$ cat src/hw/rtl/scfp_pkg.sv
// package for the serial command frame parser
// holds field widths, config indexes and reset values, position and status codes and the result beat type
// no dependencies
`timescale 1ns / 1ps

package scfp_pkg;

    // field widths
    localparam int BYTE_W     = 8;
    localparam int WORD_W     = 32;
    localparam int STATUS_W   = 2;
    localparam int POS_W      = 9;
    localparam int CFG_IDX_W  = 1;
    localparam int CFG_DATA_W = 8;

    // payload capacity default, legal range 1 to 8
    localparam int PAYLOAD_BYTES_DEF = 8;
    localparam int LANES_MAX         = 8;

    // configuration register indexes
    localparam logic [CFG_IDX_W-1:0] CFG_START_MARKER = 1'd0;
    localparam logic [CFG_IDX_W-1:0] CFG_END_MARKER   = 1'd1;

    // configuration reset values
    localparam logic [BYTE_W-1:0] START_MARKER_RST = 8'd1;
    localparam logic [BYTE_W-1:0] END_MARKER_RST   = 8'd4;

    // byte positions within a frame
    localparam logic [POS_W-1:0] POS_WAIT    = 9'd0;
    localparam logic [POS_W-1:0] POS_LENGTH  = 9'd1;
    localparam logic [POS_W-1:0] POS_COMMAND = 9'd2;
    localparam logic [POS_W-1:0] POS_PAYLOAD = 9'd3;

    // frame status codes
    localparam logic [STATUS_W-1:0] STATUS_GOOD     = 2'd0;
    localparam logic [STATUS_W-1:0] STATUS_BAD_END  = 2'd1;
    localparam logic [STATUS_W-1:0] STATUS_OVERFLOW = 2'd2;

    // one finished frame
    typedef struct packed {
        logic [BYTE_W-1:0]   command;
        logic [BYTE_W-1:0]   length;
        logic [WORD_W-1:0]   payload_low;
        logic [WORD_W-1:0]   payload_high;
        logic [STATUS_W-1:0] status;
    } t_frame;

endpackage

$ cat src/hw/rtl/serial_command_frame_parser.sv
// serial command frame parser: start, length, command, payload, end marker
// one byte a beat in, one frame summary beat out per finished frame
// depends on scfp_pkg
`timescale 1ns / 1ps

// channel   direction  handshake                         payload
// rx        in         i_rx_valid / o_rx_stall           i_rx_byte
// frame     out        o_frame_valid / i_frame_stall     o_frame_command, o_frame_length,
//                                                        o_payload_low, o_payload_high,
//                                                        o_frame_status
// cfg       in         i_cfg_we                          i_cfg_index, i_cfg_data
//
// one byte is taken every cycle unless stalled; frame beats are registered
// the rate is set by the single position register update done per byte
// a two-deep output stage (output register plus skid) keeps rx open while a frame waits
// o_rx_stall rises only when both output entries hold frames
// synchronous active-low reset returns to waiting for a start marker, markers to 1 and 4

module serial_command_frame_parser #(
    parameter int PAYLOAD_BYTES = scfp_pkg::PAYLOAD_BYTES_DEF
) (
    input  logic                              i_clk,
    input  logic                              i_rst_n,
    // byte input
    input  logic                              i_rx_valid,
    output logic                              o_rx_stall,
    input  logic [scfp_pkg::BYTE_W-1:0]       i_rx_byte,
    // frame output
    output logic                              o_frame_valid,
    input  logic                              i_frame_stall,
    output logic [scfp_pkg::BYTE_W-1:0]       o_frame_command,
    output logic [scfp_pkg::BYTE_W-1:0]       o_frame_length,
    output logic [scfp_pkg::WORD_W-1:0]       o_payload_low,
    output logic [scfp_pkg::WORD_W-1:0]       o_payload_high,
    output logic [scfp_pkg::STATUS_W-1:0]     o_frame_status,
    // configuration writes
    input  logic                              i_cfg_we,
    input  logic [scfp_pkg::CFG_IDX_W-1:0]    i_cfg_index,
    input  logic [scfp_pkg::CFG_DATA_W-1:0]   i_cfg_data
);
    import scfp_pkg::*;

    localparam int IDX_W = (PAYLOAD_BYTES > 1) ? $clog2(PAYLOAD_BYTES) : 1;

    // configuration and parse state
    logic [BYTE_W-1:0] r_start_marker;
    logic [BYTE_W-1:0] r_end_marker;
    logic [POS_W-1:0]  r_pos, n_pos;
    logic [BYTE_W-1:0] r_length;
    logic [BYTE_W-1:0] r_command;
    logic [BYTE_W-1:0] r_store [PAYLOAD_BYTES];

    // output stage
    t_frame r_out, r_skid;
    logic   r_out_valid, r_skid_valid;

    logic                   rx_take;
    logic                   out_take;
    logic [POS_W-1:0]       end_pos;
    logic [POS_W-1:0]       store_idx;
    logic                   in_payload;
    logic                   at_end;
    logic                   store_we;
    logic                   res_valid;
    t_frame                 res;
    logic [LANES_MAX*BYTE_W-1:0] lanes;

    assign rx_take  = i_rx_valid & ~o_rx_stall;
    assign out_take = r_out_valid & ~i_frame_stall;

    // frame position decode
    assign end_pos    = {1'b0, r_length} + POS_PAYLOAD;
    assign store_idx  = r_pos - POS_PAYLOAD;
    assign in_payload = (r_pos >= POS_PAYLOAD) && (r_pos < end_pos);
    assign at_end     = (r_pos >= POS_PAYLOAD) && !(r_pos < end_pos);
    assign store_we   = rx_take && in_payload && (store_idx < POS_W'(PAYLOAD_BYTES));
    assign res_valid  = rx_take && at_end;

    // next position
    always_comb begin
        n_pos = r_pos;
        if (r_pos == POS_WAIT) begin
            if (i_rx_byte == r_start_marker) begin
                n_pos = POS_LENGTH;
            end
        end else if (r_pos == POS_LENGTH) begin
            n_pos = POS_COMMAND;
        end else if (r_pos == POS_COMMAND) begin
            n_pos = POS_PAYLOAD;
        end else if (in_payload) begin
            n_pos = r_pos + POS_W'(1);
        end else begin
            n_pos = POS_WAIT;
        end
    end

    // payload lanes, zero beyond the length or the capacity
    for (genvar k = 0; k < LANES_MAX; k++) begin : g_lane
        if (k < PAYLOAD_BYTES) begin : g_used
            assign lanes[k*BYTE_W +: BYTE_W] =
                (r_length > BYTE_W'(k)) ? r_store[k] : '0;
        end else begin : g_zero
            assign lanes[k*BYTE_W +: BYTE_W] = '0;
        end
    end

    // result assembly
    always_comb begin
        res.command      = r_command;
        res.length       = r_length;
        res.payload_low  = lanes[WORD_W-1:0];
        res.payload_high = lanes[2*WORD_W-1:WORD_W];
        if (i_rx_byte != r_end_marker) begin
            res.status = STATUS_BAD_END;
        end else if (r_length > BYTE_W'(PAYLOAD_BYTES)) begin
            res.status = STATUS_OVERFLOW;
        end else begin
            res.status = STATUS_GOOD;
        end
    end

    // configuration registers
    always_ff @(posedge i_clk) begin
        if (!i_rst_n) begin
            r_start_marker <= START_MARKER_RST;
            r_end_marker   <= END_MARKER_RST;
        end else if (i_cfg_we) begin
            unique case (i_cfg_index)
                CFG_START_MARKER: r_start_marker <= i_cfg_data;
                CFG_END_MARKER:   r_end_marker   <= i_cfg_data;
                default: ;
            endcase
        end
    end

    // parse state
    always_ff @(posedge i_clk) begin
        if (!i_rst_n) begin
            r_pos     <= POS_WAIT;
            r_length  <= '0;
            r_command <= '0;
        end else if (rx_take) begin
            r_pos <= n_pos;
            if (r_pos == POS_LENGTH) begin
                r_length <= i_rx_byte;
            end
            if (r_pos == POS_COMMAND) begin
                r_command <= i_rx_byte;
            end
        end
    end

    // payload store
    always_ff @(posedge i_clk) begin
        if (store_we) begin
            r_store[store_idx[IDX_W-1:0]] <= i_rx_byte;
        end
    end

    // output register and skid entry
    always_ff @(posedge i_clk) begin
        if (!i_rst_n) begin
            r_out_valid  <= 1'b0;
            r_skid_valid <= 1'b0;
        end else if (r_skid_valid) begin
            if (out_take) begin
                r_out_valid  <= 1'b1;
                r_skid_valid <= 1'b0;
            end
        end else if (!r_out_valid || out_take) begin
            r_out_valid <= res_valid;
        end else if (res_valid) begin
            r_skid_valid <= 1'b1;
        end
    end

    always_ff @(posedge i_clk) begin
        if (r_skid_valid) begin
            if (out_take) begin
                r_out <= r_skid;
            end
        end else if (!r_out_valid || out_take) begin
            r_out <= res;
        end else if (res_valid) begin
            r_skid <= res;
        end
    end

    // ports
    assign o_rx_stall      = r_skid_valid;
    assign o_frame_valid   = r_out_valid;
    assign o_frame_command = r_out.command;
    assign o_frame_length  = r_out.length;
    assign o_payload_low   = r_out.payload_low;
    assign o_payload_high  = r_out.payload_high;
    assign o_frame_status  = r_out.status;

endmodule

$ cat config.mk
export PLATFORM = sky130hd
export DESIGN_NAME = serial_command_frame_parser
export DESIGN_NICKNAME = d
export VERILOG_FILES = /design/src/hw/rtl/scfp_pkg.sv /design/src/hw/rtl/serial_command_frame_parser.sv
export SDC_FILE = /design/constraint.sdc
export NUM_CORES = 1
export LEC_CHECK = 0
export BUFFER_PORTS_ARGS = -buffer_cell sky130_fd_sc_hd__buf_2
export CORE_MARGIN = 1
export CORE_UTILIZATION = 40
export DETAILED_ROUTE_END_ITERATION = 8
export GPL_TIMING_DRIVEN = 1
export PLACE_DENSITY = 0.69
export SLEW_MARGIN = 25
export SYNTH_ARGS = -nofsm -noshare
export SYNTH_HDL_FRONTEND = slang
export SYNTH_SLANG_ARGS = --single-unit
$ cat constraint.sdc
create_clock -name i_clk -period 18.4 [get_ports i_clk]
set_input_delay 3.68 -clock i_clk [delete_from_list [all_inputs] [get_ports i_clk]]
set_output_delay 3.68 -clock i_clk [all_outputs]
set_load 0.1 [all_outputs]
==> results by group <==
Run status
  • Run status: completed

Logic synthesis
  • Synthesized cell area: 10920 um2
  • Register bit total from synthesis: 271
  • Register area share after synthesis: 0.7058
  • Synth warn: 0
  • Cell variety after synth: 46
  • Mapped Cells: 710
  • Synth Area per Inst: 15.38 um2
  • FFs w/ async S/R, synth: 0
  • Synth Net Count: 748
  • Ys flop type: edfxtp_1
  • Post-synth EDFFs: 228

Layout
  • Finished layout cell area: 12740 um2
  • Share of layout cells above drive strength 1: 0.2861
  • Commonest non-fill, non-tap cell in the layout: edfxtp_1
  • Area growth from synthesis to layout: 16.70%
  • Most frequent cells in the layout: edfxtp_1, buf_2, mux2_2
  • Final nets: approximately 860
  • Fin cells: 1187
  • Ant. Diodes: 0

Detailed routing
  • Vias: 5834
  • Final ANT Viol Nets: 0
  • DRC errors left: 0
  • Initial detailed-routing violation count: 441
  • Pre-Repair DR Iteration Count: 5
  • Post-DR vias/cell: 4.915
  • Drt wl/cell: about 17 um
  • Final WL: just over 20000 um

STA
  • Max_slew headroom: 0.2844
  • Worst slew pin tran: ~1.1 ns
  • Tmin final: approximately 5.4 ns
  • WHS: 0.4554 ns
  • Fmax: 185.3 MHz
  • Final period util: 0.2933
  • Clk_skew: 0.007835 ns
  • Hold Violations, Final: 0
  • Slew Limit Fails: 0
  • Setup violations, final: 0
  • RSZ-0062 raised after global routing: no
  • Fin Setup TNS: 0 ns

GRT
  • Largest net degree at the start of global routing: 84
  • Initial antenna violation count: 0
  • First-pass GRT wire length: 32420 um
  • GRT Residual Overflow: 0
  • Vias in the first global route: approximately 5800
  • GRT Total Usage: 0.1469

Die
  • Area of the die: between 20000 and 30000 um2
  • DIE HEIGHT: 167.2 um
  • Die Wd: ~170 um
  • CORE AREA: approximately 27000 um2
  • Starting density of the core: 0.4063
  • Ports: between 100 and 150
  • FP Rows: 60

Critical path
  • CP Capture Type: output pin
  • WP data required: 14.72 ns
  • Max incr delay on CP: around 0.67 ns
  • Cell Chain, Critical Path: buf_2
  • Buf/Inv on CP: 1
  • Setup Crit Path Kind: reg -> out
  • Arr. time, crit path: 1.72 ns
  • Crit path max fanout: 37
  • Critical Path Source Type: flop
  • CP max stage cell: dfxtp_4
  • Family with the most delay on the worst path: flip-flops

Place
  • Buffers on Ports: roughly 110
  • DP Area: 11830 um2
  • Placed cells: 1135
  • Final Wtd Congestion: roughly 0.83
  • Dpl hpwl: roughly 13000 um

Clock tree
  • Hold_buf cts: 0
  • Clock Tree Buf Depth: 3
  • Reg clk slew, reported paths: 0.06 ns
  • CTS tree: done
  • Clock sink count: 271
  • Postcts setup bufs: 0
  • # H-tree levels: 1
  • Post-cts gate resize count: 0
  • Num CTS Buffers: 28
  • Clock Tree Root: clkbuf_16
  • Worst skew pair latency: 0.53 ns

Power and ir drop
  • LEAKAGE: 4.974 nW
  • Design Power: 1.400 mW
  • Pwr per Cell Area: 109.9 nW/um2
  • Max VDD drop: 0.00006097 V

Hold path
  • Hold Path Class: reg -> reg

Run
  • Max Cap Viol: 0
cells in the mapped netlist, types with 3 or more instances:
| cell | number | area (um2) |
|---|---|---|
| mux2_2 | 78 | 878.3 |
| o21a_1 | 4 | 30.03 |
| nor3_1 | 5 | 25.02 |
| clkbuf_1 | 20 | 75.07 |
| mux2i_1 | 17 | 170.2 |
| nor2b_1 | 37 | 231.5 |
| xor2_1 | 20 | 175.2 |
| o31ai_1 | 7 | 52.55 |
| nand4_1 | 3 | 18.77 |
| xnor2_1 | 3 | 26.28 |
| or4_1 | 5 | 37.54 |
| nand2b_1 | 3 | 18.77 |
| edfxtp_1 | 228 | 6847 |
| nor3b_1 | 4 | 30.03 |
| nand3_1 | 26 | 130.1 |
| nor2_1 | 20 | 75.07 |
| and3_1 | 3 | 18.77 |
| a21boi_0 | 15 | 112.6 |
| ha_1 | 16 | 200.2 |
| dfxtp_1 | 43 | 860.8 |
| nand4b_1 | 3 | 26.28 |
| inv_1 | 10 | 37.54 |
| o211ai_1 | 3 | 22.52 |
| a21oi_2 | 5 | 43.79 |
| and2_1 | 50 | 312.8 |
| nor4_1 | 4 | 25.02 |
| nand2_1 | 42 | 157.7 |
| a21oi_1 | 6 | 30.03 |
| o21ai_0 | 8 | 40.04 |
power by group:
part	internal (mW)	switching, mW	leakage, nW
clock	0.328	0.222	0.446
combinational	0.0327	0.130	1.88
sequential	0.681	0.00658	2.65
total	1.04	0.359	4.97
final timing paths:
kind | startpoint | to | slack (ns) | cells past startpoint
worst max-delay path | o_rx_stall | o_rx_stall | 13.00 | 1
worst min-delay path | r_command[0] | r_skid[74] | 0.46 | 0
worst max register to register | r_length[0] | r_skid[39] | 14.45 | 12
worst min register to register | r_command[0] | r_skid[74] | 0.46 | 0
final cells by class:
type	count	area (um2)
flip-flops and latches	271	7711
clock inverters	13	116.4
fillers	2357	14130
well taps	341	426.7
repair buffers	108	571.8
clock buffers	39	793.3
multi-input cells	405	3088
inverters	10	37.54
cells by family (layout without fill, tap and decap cells):
group           count (synthesis)  after routing  share of synthesized area
flops                         271            271                     0.7058
simple gates                  211            211                     0.1068
mux                            95             95                    0.09601
compound gates                 60             60                    0.04159
buf+inv                        34            170                    0.01306
xor+xnor                       23             23                    0.01845
fa+ha+maj                      16             16                    0.01833
routing by layer:
| layer | up-vias | wire length (um) | global-route usage |
|---|---|---|---|
| li1 | 2874 | - | - |
| met1 | 2806 | 9510 | 0.2100 |
| met2 | 127 | 9556 | 0.2341 |
| met3 | 27 | 1115 | 0.02411 |
| met4 | 0 | 307 | 0.03670 |
| met5 | - | 0 | 0 |
metrics by stage:
stage                     setup WS [ns]  utilization
final                             13.00       0.4742
after global routing              12.92       0.4742
after CTS                         12.97       0.4741
after detailed placement          12.70       0.4402
after global placement            12.66       0.4392
after floorplan                   9.940            -
registers in the layout, indices dropped and copies added (netlist names):
signal,count
o_frame_valid,1
r_store,64
o_rx_stall,1
r_skid,82
o_frame_status,2
r_end_marker,8
r_command,8
o_frame_length,8
r_start_marker,8
o_frame_command,8
o_payload_high,32
o_payload_low,32
r_pos,9
r_length,8
(Power assumes the default switching activity.)
